## src/rtl/core/sobel_edge_threshold_3x3_defines.svh

```systemverilog
// Assertion helpers, sampled on clk and disabled while arst_n is low.
`ifndef SOBEL_EDGE_THRESHOLD_3X3_DEFINES_SVH
`define SOBEL_EDGE_THRESHOLD_3X3_DEFINES_SVH

// same-cycle implication
`define SOBEL_ASSERT_IMPL(name, ante, cons, msg) \
	name: assert property (@(posedge clk) disable iff (!arst_n) (ante) |-> (cons)) \
		else $error(msg);

// next-cycle implication
`define SOBEL_ASSERT_NEXT(name, ante, cons, msg) \
	name: assert property (@(posedge clk) disable iff (!arst_n) (ante) |=> (cons)) \
		else $error(msg);

`endif

```

## src/rtl/core/sobel_pkg.sv

```systemverilog
package sobel_pkg;

	parameter int MAX_WIDTH_DEF  = 1024;
	parameter int MAX_HEIGHT_DEF = 1024;

	parameter int WIN      = 3;
	parameter int SMOOTH_W = 10;
	parameter int DIFF_W   = 9;
	parameter int GRAD_W   = 11;
	parameter int MAG_W    = 21;
	parameter int LIM_W    = 24;

	parameter logic [10:0] WIDTH_RST  = 11'd640;
	parameter logic [10:0] HEIGHT_RST = 11'd480;
	parameter logic [9:0]  THRESH_RST = 10'd50;
	parameter logic [23:0] LIM_RST    = 24'(16 * 50 * 50);

	parameter logic [7:0] PIX_MAX = 8'd255;

	typedef enum logic [1:0] {
		REG_WIDTH  = 2'd0,
		REG_HEIGHT = 2'd1,
		REG_THRESH = 2'd2
	} cfg_reg_t;

	typedef struct packed {
		logic [7:0] red;
		logic [7:0] green;
		logic [7:0] blue;
	} pix_t;

	// one window column, top to bottom
	typedef struct packed {
		pix_t up;
		pix_t mid;
		pix_t cur;
	} col_t;

	// one line store entry: both stored rows at a column
	typedef struct packed {
		pix_t upper;
		pix_t middle;
	} line_t;

	typedef struct packed {
		logic emit;
		logic inner;
		logic last;
	} tag_t;

endpackage

```

## src/rtl/core/sobel_cell.sv

```systemverilog
module sobel_cell (
	input  logic                                  clk,
	input  logic                                  load,
	input  sobel_pkg::col_t                       col_in,
	output sobel_pkg::col_t                       col_out,
	output logic [sobel_pkg::SMOOTH_W-1:0]        smooth,
	output logic signed [sobel_pkg::DIFF_W-1:0]   diff
);

	localparam int SW = sobel_pkg::SMOOTH_W;

	sobel_pkg::col_t col_q;

	always_ff @(posedge clk) begin
		if (load) begin
			col_q <= col_in;
		end
	end

	assign col_out = col_q;
	// vertical 1-2-1 and bottom minus top on blue
	assign smooth = SW'(col_q.up.blue) + {1'b0, col_q.mid.blue, 1'b0} + SW'(col_q.cur.blue);
	assign diff   = $signed({1'b0, col_q.cur.blue}) - $signed({1'b0, col_q.up.blue});

endmodule

```

## config.mk

```make
export PLATFORM = sky130hd
export DESIGN_NAME = sobel_cell
export DESIGN_NICKNAME = d
export VERILOG_FILES = /design/src/rtl/core/sobel_edge_threshold_3x3_defines.svh /design/src/rtl/core/sobel_pkg.sv /design/src/rtl/core/sobel_cell.sv
export SDC_FILE = /design/constraint.sdc
export NUM_CORES = 1
export LEC_CHECK = 0
export BUFFER_PORTS_ARGS = -buffer_cell sky130_fd_sc_hd__buf_4
export CAP_MARGIN = 40
export CORE_MARGIN = 2
export CORE_UTILIZATION = 40
export DETAILED_ROUTE_END_ITERATION = 8
export PLACE_DENSITY = 0.72
export SLEW_MARGIN = 20
export SYNTH_ARGS = -nofsm -noshare
export SYNTH_HDL_FRONTEND = slang
export SYNTH_SLANG_ARGS = --single-unit
```

## constraint.sdc

```tcl
create_clock -name clk -period 2.6 [get_ports clk]
set_input_delay 0.52 -clock clk [delete_from_list [all_inputs] [get_ports clk]]
set_output_delay 0.52 -clock clk [all_outputs]
set_load 0.05 [all_outputs]
```

* Yosys cells after proc, flatten, opt, wreduce, memory -nomap -nowiden
Cells that the tools add are included. W data, S select, Z words.
Storage, ports and cells: register bits after elaboration 72, logic and storage cells 12
Operators by class: add/subtract/negate cells 3
Operator list (number):
- $add A10 B8 Y10 | 1
- $add A8 B9 Y10 | 1
- $sub A8 B8 Y9 | 1

* Longest topological paths before layout
depth after elaboration 2, mapped depth 9

* Least setup slack after synthesis
Ideal clock, no wire load.
kind register -> output, start point register col_q (netlist bit col_out[1]), end point output port smooth[9] (netlist name), arrival time 3194 ps, setup slack -1114 ps, stages on the path, launching flop included 10, buffers on the path 0, cell sequence edfxtp_1 inv_1 fa_1 inv_1 ha_1 fa_1 a21oi_1 nor2b_1 a31oi_1 o21ai_0
Between the ends: longest elaborated chain between the ends 1
Ends and longest elaborated chain:
- start, declared | line sobel_cell.sv:12 | sobel_pkg::col_t col_q;
- start signal, assigned | line sobel_cell.sv:16 | col_q <= col_in;
- $add A10 B8 Y10 | line sobel_cell.sv:22 | assign smooth = SW'(col_q.up.blue) + {1'b0, col_q.mid.blue, 1'b0} + SW'(col_q.cur.blue);
- end, declared | line sobel_cell.sv:6 | output logic [sobel_pkg::SMOOTH_W-1:0] smooth,
No other way between the ends.

* Worst setup path in the final report
start point register col_q (netlist bit col_out[24]), end point output port smooth[7] (netlist name)
Between the ends: longest elaborated chain between the ends 2
Ends and longest elaborated chain (line):
- $add A8 B9 Y10 | sobel_cell.sv:22
- $add A10 B8 Y10 | sobel_cell.sv:22
No other way between the ends.

==> flow_metrics.py <==
metrics = {
    "placement": {
        "dp_hpwl_um": 6120,
        "io_buffers": 164,
        "dpl_cell_area_sq_mm": 0.00482,
        "dp_slack_ns": -0.362,
        "place_congestion": 0.794,
    },
    "clocking": {
        "cts.clk_slew.worst_paths_ns": 0.07,
        "clockBufferDepth": 2,
        "postCtsHoldBufs": 0,
        "root_buffer": "clkbuf_8",
        "cts_made_buffers": 9,
        "cts_sinks": 72,
        "cts_tree": "built",
        "htreeDepth": 3,
    },
    "grt": {
        "grt.total_usage_pct": 19.2,
        "met3_usage_pct": 9.38,
        "met1_usage_pct": 19.3,
        "grt_pass1_vias": 2521,
        "grt-ovfl-total": 0,
        "gr-max-usage-layer": "met2",
        "grt_max_degree": 32,
        "grt_util_met2_pct": 34.2,
        "grt_pass1_wl_um": 12100,
        "antenna_found_initial": 0,
    },
    "worst_setup_path": {
        "crit_path_end_kind": "primary output",
        "crit_type": "reg2out",
        "path_max_fanout": 2,
        "cp.arrival_ns": 2.66,
        "crit_start": "col_out[24]",
        "critical_path_required_ns": 2.08,
        "critPathLaunchType": "flip-flop",
    },
    "route": {
        "drt-pass1-iter-count": 4,
        "routedWlPerCell_um": 15.8,
        "drt_iter0_markers": 65,
        "avgViaCountPerCell": 4.58,
        "vias": 2316,
        "drc": 0,
        "antenna_left": 0,
        "wl_um": 8000,
    },
    "yosys": {
        "ys.warnings.count": 0,
        "synth-main-ff-cell": "edfxtp_1",
        "yosysMostFrequentCell": "edfxtp_1",
        "synthesis.area_sq_mm": 0.00303,
        "synthTopCellsByCount": "edfxtp_1 (72), ha_1 (17), inv_1 (15)",
        "ys_types": 34,
        "synth-seq-cells": 72,
        "syn_inst": 178,
        "post_synth.cell_area_avg_sq_um": 17.0,
        "seq_area_frac_synth_pct": 71.3,
        "synth.largest_area_cell": "edfxtp_1",
        "syn_nets": 278,
        "synth_edf_count": 72,
        "synthTopCellsByArea": "edfxtp_1 (71%), ha_1 (7.0%), fa_1 (5.9%)",
        "yosysTopAreaCellShare_pct": 71.3,
        "async_reset_ff_share_pct": 0,
    },
    "sta": {
        "final_max_slew_viol_count": 0,
        "worstMarginPinSlew_ns": 0.406,
        "hold_slack_ns": 0.358,
        "rsz0062_at_grt": "true",
        "period_share_pct": 122,
        "slew_headroom_pct": 72.9,
        "fmax_mhz": 314,
        "fin_ws_ns": -0.580,
        "finalHoldViolations": 0,
        "setup_violations": 11,
        "period_minus_slack_ns": 3.18,
    },
    "min_path": {
        "min_path_type": "in2reg",
        "hold_start": "col_in[70]",
    },
    "cells_and_area": {
        "final_net_count": 503,
        "syn2layout_area_growth_pct": 78.7,
        "drive_above_1_share_pct": 68.8,
        "largest_reg_flops": 72,
        "diodes": 0,
        "stdcell_area_sq_mm": 0.00542,
    },
    "floorplan": {
        "chipWidth_um": 91.1,
        "fp.coreArea_sq_mm": 0.00729,
        "top_level_ports": 165,
        "die_y_um": 91.1,
        "row_count": 31,
        "dieArea_sq_mm": 0.00829,
        "initial_core_util_pct": 41.6,
    },
    "power_and_ir_drop": {
        "power_density_mw_per_mm2": 827,
        "ir_drop_v": 0.000601,
        "power_leakage_nw": 2.37,
    },
    "outcome": {
        "status": "finished, violations left",
        "violations": "setup timing",
    },
    "job": {
        "cap_violations": 0,
    },
}
## worst paths after layout
check / cells after the start / slack [ns] / to
worst max-delay path: 10 / -0.58 / smooth[7]
worst min-delay path: 1 / 0.36 / col_out[70]
## worst max-delay path: stages, from the launching register on
cell and delay [ns]:
edfxtp_1 0.36, inv_2 0.05, fa_1 0.54, inv_1 0.05, ha_2 0.19, fa_2 0.35, a21oi_2 0.14, nor2b_2 0.07
a31oi_4 0.24, xnor2_4 0.15, buf_6 0.17
## cells by family (layout without fill, tap and decap cells)
logic type                 after synthesis  after routing  share of synthesized area (%)
and+or+nand+nor                         29             29                           5.08
xor gates and xnor gates                 8              8                           2.31
buffers and inverters                   17            246                           2.27
DFF                                     72             72                           71.3
adders and majority gates               26             26                           13.0
muxes                                    1              1                          0.330
AOI/OAI and AO/OA                       25             25                           5.74
## final cells by class
cell class,count,area [sq um]
Sequential cell,72,2160
Fill cell,481,1870
Timing Repair Buffer,216,1700
Multi-Input combinational cell,89,1170
Clock buffer,10,128
Tap cell,99,124
Clock inverter,5,82.6
Inverter,15,58.8
## metrics by stage
step	power [mW]	util, %	TNS, ns	std cells
2_1_floorplan	2.72	-	-3.06	178
3_3_place_gp	3.31	66.1	-1.22	475
3_5_place_dp	3.33	66.1	-1.34	475
4_1_cts	4.47	73.4	-3.66	500
5_1_grt	4.65	74.3	-4.93	506
6_report	4.48	74.3	-3.66	506
## metal layers
| metal | part of all wire [%] | up-vias |
|---|---|---|
| met5 | 0 | - |
| met4 | 1.5 | 0 |
| met3 | 10 | 12 |
| met1 | 34 | 1097 |
| li1 | - | 1111 |
| met2 | 54 | 96 |
## where the power goes
group / internal [mW] / switching [mW]
Combinational: 0.873 / 1.27
Clock: 0.537 / 0.386
Sequential: 1.38 / 0.0402
Total: 2.79 / 1.69
## what timing repair did
action,4_1_cts,5_1_grt
hold endpoints to repair,0,0
pin swaps,32,14
buffers inserted,12,8
cloned,0,0
endpoints found under the setup margin,13,13
gates resized for setup,47,5
## cells in the final DEF (no fill, tap or decap), types with 5 or more instances in the layout
cell type	instances
edfxtp_1	72
buf_6	18
ha_1	7
buf_4	197
fa_1	6
inv_1	11
a21oi_2	5
ha_4	9
clkbuf_8	9
Note: power is estimated with default switching activity, not from simulation.
