===== src/rtl/core/sobel_edge_threshold_3x3_defines.svh =====
// Assertion helpers, sampled on clk and disabled while arst_n is low.
`ifndef SOBEL_EDGE_THRESHOLD_3X3_DEFINES_SVH
`define SOBEL_EDGE_THRESHOLD_3X3_DEFINES_SVH

// same-cycle implication
`define SOBEL_ASSERT_IMPL(name, ante, cons, msg) \
	name: assert property (@(posedge clk) disable iff (!arst_n) (ante) |-> (cons)) \
		else $error(msg);

// next-cycle implication
`define SOBEL_ASSERT_NEXT(name, ante, cons, msg) \
	name: assert property (@(posedge clk) disable iff (!arst_n) (ante) |=> (cons)) \
		else $error(msg);

`endif


===== src/rtl/core/sobel_pkg.sv =====
package sobel_pkg;

	parameter int MAX_WIDTH_DEF  = 1024;
	parameter int MAX_HEIGHT_DEF = 1024;

	parameter int WIN      = 3;
	parameter int SMOOTH_W = 10;
	parameter int DIFF_W   = 9;
	parameter int GRAD_W   = 11;
	parameter int MAG_W    = 21;
	parameter int LIM_W    = 24;

	parameter logic [10:0] WIDTH_RST  = 11'd640;
	parameter logic [10:0] HEIGHT_RST = 11'd480;
	parameter logic [9:0]  THRESH_RST = 10'd50;
	parameter logic [23:0] LIM_RST    = 24'(16 * 50 * 50);

	parameter logic [7:0] PIX_MAX = 8'd255;

	typedef enum logic [1:0] {
		REG_WIDTH  = 2'd0,
		REG_HEIGHT = 2'd1,
		REG_THRESH = 2'd2
	} cfg_reg_t;

	typedef struct packed {
		logic [7:0] red;
		logic [7:0] green;
		logic [7:0] blue;
	} pix_t;

	// one window column, top to bottom
	typedef struct packed {
		pix_t up;
		pix_t mid;
		pix_t cur;
	} col_t;

	// one line store entry: both stored rows at a column
	typedef struct packed {
		pix_t upper;
		pix_t middle;
	} line_t;

	typedef struct packed {
		logic emit;
		logic inner;
		logic last;
	} tag_t;

endpackage


===== src/rtl/core/sobel_grad.sv =====
`include "sobel_edge_threshold_3x3_defines.svh"

module sobel_grad (
	input  logic                                  clk,
	input  logic                                  arst_n,
	input  logic                                  en,
	input  logic                                  v_in,
	input  sobel_pkg::tag_t                       tag_in,
	input  logic [sobel_pkg::SMOOTH_W-1:0]        smooth_l,
	input  logic [sobel_pkg::SMOOTH_W-1:0]        smooth_r,
	input  logic signed [sobel_pkg::DIFF_W-1:0]   diff_l,
	input  logic signed [sobel_pkg::DIFF_W-1:0]   diff_c,
	input  logic signed [sobel_pkg::DIFF_W-1:0]   diff_r,
	input  sobel_pkg::pix_t                       center,
	input  logic [sobel_pkg::LIM_W-1:0]           lim,
	output logic                                  out_valid,
	output logic [7:0]                            out_red,
	output logic [7:0]                            out_green,
	output logic [7:0]                            out_blue,
	output logic                                  frame_done
);

	localparam int GW = sobel_pkg::GRAD_W;
	localparam int MW = sobel_pkg::MAG_W;
	localparam int LW = sobel_pkg::LIM_W;

	logic signed [GW-1:0]   dx_c, dy_c;
	logic signed [GW-1:0]   dx_s3, dy_s3;
	logic signed [2*GW-1:0] dx2, dy2;
	logic [MW-1:0]          mag_c, mag_s4;
	logic                   hit;
	logic                   v_s3, v_s4;
	sobel_pkg::tag_t        tag_s3, tag_s4;
	sobel_pkg::pix_t        ctr_s3, ctr_s4;
	logic                   out_valid_q, frame_done_q, inner_q;
	logic [7:0]             red_q, green_q, blue_q;

	assign dx_c = $signed(GW'(smooth_r)) - $signed(GW'(smooth_l));
	assign dy_c = GW'(diff_l) + (GW'(diff_c) <<< 1) + GW'(diff_r);

	assign dx2   = dx_s3 * dx_s3;
	assign dy2   = dy_s3 * dy_s3;
	assign mag_c = MW'($unsigned(dx2)) + MW'($unsigned(dy2));
	assign hit   = LW'(mag_s4) > lim;

	always_ff @(posedge clk or negedge arst_n) begin
		if (!arst_n) begin
			v_s3        <= 1'b0;
			v_s4        <= 1'b0;
			out_valid_q <= 1'b0;
		end else if (en) begin
			v_s3        <= v_in && tag_in.emit;
			v_s4        <= v_s3;
			out_valid_q <= v_s4;
		end
	end

	always_ff @(posedge clk) begin
		if (en) begin
			tag_s3 <= tag_in;
			dx_s3  <= dx_c;
			dy_s3  <= dy_c;
			ctr_s3 <= center;
			tag_s4 <= tag_s3;
			mag_s4 <= mag_c;
			ctr_s4 <= ctr_s3;
			if (v_s4) begin
				inner_q      <= tag_s4.inner;
				frame_done_q <= tag_s4.last;
				if (tag_s4.inner) begin
					red_q   <= hit ? sobel_pkg::PIX_MAX : '0;
					green_q <= hit ? sobel_pkg::PIX_MAX : '0;
					blue_q  <= hit ? sobel_pkg::PIX_MAX : '0;
				end else begin
					red_q   <= ctr_s4.red;
					green_q <= ctr_s4.green;
					blue_q  <= ctr_s4.blue;
				end
			end
		end
	end

	assign out_valid  = out_valid_q;
	assign out_red    = red_q;
	assign out_green  = green_q;
	assign out_blue   = blue_q;
	assign frame_done = frame_done_q;

	`SOBEL_ASSERT_IMPL(a_inner_bw, out_valid_q && inner_q, red_q == green_q && green_q == blue_q && (blue_q == 8'd0 || blue_q == 8'd255), "interior word not pure black or white")
	`SOBEL_ASSERT_NEXT(a_out_load, en && v_s4, out_valid_q, "finished pixel lost before output register")

endmodule

===== config.mk =====
export PLATFORM = sky130hd
export DESIGN_NAME = sobel_grad
export DESIGN_NICKNAME = d
export VERILOG_FILES = /design/src/rtl/core/sobel_pkg.sv /design/src/rtl/core/sobel_grad.sv
export VERILOG_INCLUDE_DIRS = /design/src /design/src/rtl/core
export SDC_FILE = /design/constraint.sdc
export NUM_CORES = 1
export LEC_CHECK = 0
export ABC_AREA = 1
export BUFFER_PORTS_ARGS = -buffer_cell sky130_fd_sc_hd__buf_2
export CAP_MARGIN = 10
export CORE_MARGIN = 4
export CORE_UTILIZATION = 61
export DETAILED_ROUTE_END_ITERATION = 16
export GPL_TIMING_DRIVEN = 0
export PLACE_DENSITY = 0.91
export SLEW_MARGIN = 30
export SYNTH_ARGS = -nofsm -noshare
export SYNTH_HDL_FRONTEND = slang
export SYNTH_SLANG_ARGS = --single-unit

===== constraint.sdc =====
create_clock -name clk -period 7.6 [get_ports clk]
set_input_delay 1.52 -clock clk [delete_from_list [all_inputs] [get_ports clk]]
set_output_delay 1.52 -clock clk [all_outputs]
set_load 0.01 [all_outputs]

==> After elaboration in Yosys (flattened, before gate mapping) <==
Index checks and enable logic that the tools add are counted.
Widths: inputs -> output; s select.
{ "word_totals": {"register_bits": 123, "inputBits": 102, "out_inout_bits": 26, "wordCells": 33} }
{ "op_classes": {"n_addsub": 4, "n_mul": 2, "order_cmp": 1, "mux": 4, "reduce_logical": 2} }
{ "ops": {"columns": ["operator", "n"], "rows": [
  ["$mul 11x11->21", 2],
  ["$mux 8", 4],
  ["$gt 21x24->1", 1],
  ["$add 21x21->21", 1],
  ["$add 11x9->11", 1],
  ["$add 9x10->11", 1],
  ["$sub 10x10->11", 1],
  ["$reduce_and 2->1", 1],
  ["$logic_and 1x1->1", 1]
]} }

==> Depth between registers and ports, before layout <==
{ "logic_depth": {"depth_word": 3, "depth_mapped": 28, "mapped_depth_nobuf": 27} }

==> Worst setup path after synthesis <==
OpenSTA, ideal clock, no wires.
{ "synth_timing": {"path_type": "register to register", "startpoint": "register dy_s3[10]", "endpoint": "register mag_s4[20] (data pin)", "setup_time_ns": 0.253, "arrival_time_ns": 5.646, "setup_slack_ns": 1.701, "path_stages_with_launch": 23, "period_less_slack_ns": 5.899, "cell_sequence": "edfxtp_1 clkbuf_1 nand2_1 inv_1 fa_1 fa_1 inv_1 fa_1 fa_1 inv_1 fa_1 inv_1 fa_1 fa_1 inv_1 ha_1 a21oi_1 o21a_1 o21ai_0 a21oi_1 inv_1 nand3_1 nand2_1"} }
{ "synth_via": {"elab_chain_len": 2} }
{ "synth_lines": {"columns": ["item", "line", "source"], "rows": [
  ["from (decl)", "sobel_grad.sv:28", "logic signed [GW-1:0] dx_s3, dy_s3;"],
  ["from (signal assigned)", "sobel_grad.sv:62", "dy_s3 <= dy_c;"],
  ["$mul 11x11->21", "sobel_grad.sv:42", "assign dy2 = dy_s3 * dy_s3;"],
  ["$add 21x21->21", "sobel_grad.sv:43", "assign mag_c = MW'($unsigned(dx2)) + MW'($unsigned(dy2));"],
  ["via mag_c[20]", "sobel_grad.sv:30", "logic [MW-1:0] mag_c, mag_s4;"],
  ["to (signal assigned)", "sobel_grad.sv:65", "mag_s4 <= mag_c;"],
  ["to (decl)", "sobel_grad.sv:30", null]
]} }
The timed path passes the listed nets, and every way through them passes these cells.
A chain may end at the register's enable or synchronous reset.

==> Worst setup path after layout <==
Ends and elaborated chain as after synthesis.

==> metrics.txt <==
f_max 135.5 MHz; Port Buffers 127; commonest non-fill, non-tap cell in the layout inv_1; initial antenna violation count 0; # resized after CTS 0; Mapped Nets between 1,500 and 2,000; layout cells sized above 1 between 10% and 20%; Seq cells post-synth around 120; Die H about 160 microns; fin crit share between 90 and 100%; Compound-Gate Fraction of Synth Area ~3.3%; Total GRT Usage roughly 29%; Routed WL 35.49 mm; clk buf depth 2; placed cell area approximately 15,000 sq um; htree depth 4; status complete, no violations; Synth Area in Adders roughly 45%; first-pass GRT wire length 58.46 mm; Post-route DRC 0; Syn-to-layout area delta 11.74%; Avg Inst Size Synth 9.821 sq um; via count ~11,000; cells taking the most area after synthesis fa_1 (33%), edfxtp_1 (26%), inv_1 (11%); share of the synthesized area in the top cell type 33.50%; RSZ-0062 raised after global routing no; Post-CTS Setup Inserts 0; top-level port count around 130; YS warnings 0; die area approximately 25,000 sq um; worst skew pair latency roughly 0.45 ns; post-route cell area approximately 16,000 sq um; final setup TNS 0 ns; Final setup viols 0; Clock Pin Slew Worst Setup and Hold Paths approximately 0.070 ns; Post-Synthesis Cell Area approximately 14,000 sq um; final hold vios 0; clock sinks about 120; max-slew violation count 0; Antenna Cells 0; post-route ant nets 0; fin worst setup slack roughly 0.22 ns; Core ar. 22,570 sq um; Non-Filler Instances 1,863; commonest cells after routing, fill and taps aside inv_1 (424), nand2_1 (270), fa_1 (233); cell taking the most area after synthesis fa_1; vias in the first global route ~12,000; fin nets between 2,000 and 2,500; hold_buf cts 0; crit path DAT 7.52 ns; Root Driver clkbuf_16; CTS Buf Count 17; Via density between 5 and 6; Min-Delay Path Class flip-flop to flip-flop; drt first pass iters 7; startpoint class of the critical path flip-flop; CP endpoint kind flip-flop; slew margin rel. 42.98%; clk_skew 0.01170 ns; Tmin final ~7.4 ns; mux contribution to synthesized area 0%; total gr overflow 0; Setup CP Type flip-flop to flip-flop; Critical Path RT between 7 and 8 ns; HPWL after DPL 25.59 mm; gpl congestion between 0.9 and 1; pin count of the biggest net entering global routing between 50 and 60; Max-cap violations 0; Crit Path Max Fanout 10; Die X ~160 microns; Synth Area in XOR/XNOR between 2 and 3%; Yosys cell types 40; part of the Yosys area used for sequential elements between 20% and 30%; pre-CTS setup slack between 0.4 and 0.5 ns; Starting Density between 60% and 70%; row count 55; CTS tree done; initial DRC count around 1,200; largest family of logic cells by synthesized area adder cells; Post-Syn Instances 1,418; routed len/inst 19.05 microns; Worst Max-Slew Pin Slew around 0.85 ns; Post-Synth Simple-Gate Area 10.54%; Placed Cells between 1,500 and 2,000
==> logic make-up after synthesis <==
family	count (synthesis)
buffers and inverters	453
AND/OR/NAND/NOR	363
XOR/XNOR	40
AO/OA/AOI/OAI	80
adder cells (fa/ha/maj)	359
flip-flops	123
==> cells in the mapped netlist <==
library cell	n
a21oi_1	44
clkbuf_1	25
nand3_2	2
nand4_1	4
nand2_4	1
o2111ai_1	1
and2_1	1
edfxtp_1	120
nand3b_1	3
nor3_1	2
a21oi_2	2
xor2_1	26
o21a_1	2
fa_1	233
nand2_2	2
inv_1	425
or2_2	5
o21bai_1	1
o21ai_1	2
inv_2	1
a31oi_1	1
nand3_1	25
nor4_1	1
o211ai_1	3
a21o_1	6
a21boi_1	1
a22oi_1	1
o31ai_1	1
o21ai_0	12
nand2_1	270
xnor2_1	14
dfrtp_1	3
nor2_1	44
o21ai_2	1
ha_1	126
a31o_2	1
nor2_2	2
o211ai_2	1
or2_1	1
buf_8	2
==> per-stage QoR <==
step	util, %	hold WS (ns)
after global placement	66.09	0.4009
after CTS	68.92	0.4194
final	68.94	0.4123
after detailed placement	66.24	0.4045
after floorplan	-	0.4003
after global routing	68.94	0.4270
==> registers in the layout, summed over array words and instances, names as in the netlist, 2 cells and up <==
register / flops
out_green: 8
mag_s4: 21
dy_s3: 11
tag_s4: 2
ctr_s3: 24
out_blue: 8
out_red: 8
tag_s3: 2
dx_s3: 11
ctr_s4: 24
==> worst max-delay path: stages, from the launching register on <==
cell and delay (ns):
edfxtp_1 0.62, clkbuf_1 0.41, nand2_1 0.25, inv_1 0.42
fa_1 0.53, fa_1 0.52, inv_1 0.06, fa_1 0.51
fa_1 0.56, inv_1 0.05, fa_1 0.47, inv_1 0.05
fa_1 0.47, fa_1 0.56, inv_1 0.07, ha_1 0.39
a21oi_1 0.25, o21a_1 0.16, o21ai_0 0.10, a21oi_2 0.31
inv_1 0.07, nand3_1 0.08, nand2_1 0.16
==> metal layers <==
metal  part of all wire (%)  wire, microns  global-route usage (%)
met2                     51          18210                   51.48
met1                     32          11520                   31.80
met5                      0              0                       0
met4                    7.6           2682                   19.45
met3                    8.7           3085                   6.575
==> final timing paths <==
check | startpoint | endpoint | slack [ns] | cells after the start
worst min register to register | ctr_s3[6]$_DFFE_PP_ | ctr_s4[6]$_DFFE_PP_ | 0.41 | 0
max in group asynchronous | arst_n | out_valid$_DFFE_PN0P_ | 6.62 | 1
min in group asynchronous | arst_n | v_s3$_DFFE_PN0P_ | 0.87 | 1
worst max-delay path | dy_s3[10]$_DFFE_PP_ | mag_s4[20]$_DFFE_PP_ | 0.22 | 22
worst min-delay path | ctr_s3[6]$_DFFE_PP_ | ctr_s4[6]$_DFFE_PP_ | 0.41 | 0
worst max register to register | dy_s3[10]$_DFFE_PP_ | mag_s4[20]$_DFFE_PP_ | 0.22 | 22
==> area by class of cell <==
cell class	count	area, sq um
fill	1404	7010
clock buffer	17	425.4
clock inverter	15	178.9
timing repair buffer	128	669.4
tap	285	356.6
buffer	27	125.1
multi-input combinational	842	8528
inverter	426	1599
sequential	123	3679
Power is left out: the tool's default activity adds up to more than one toggle a clock period on the data nets, which glitch-free logic cannot reach.
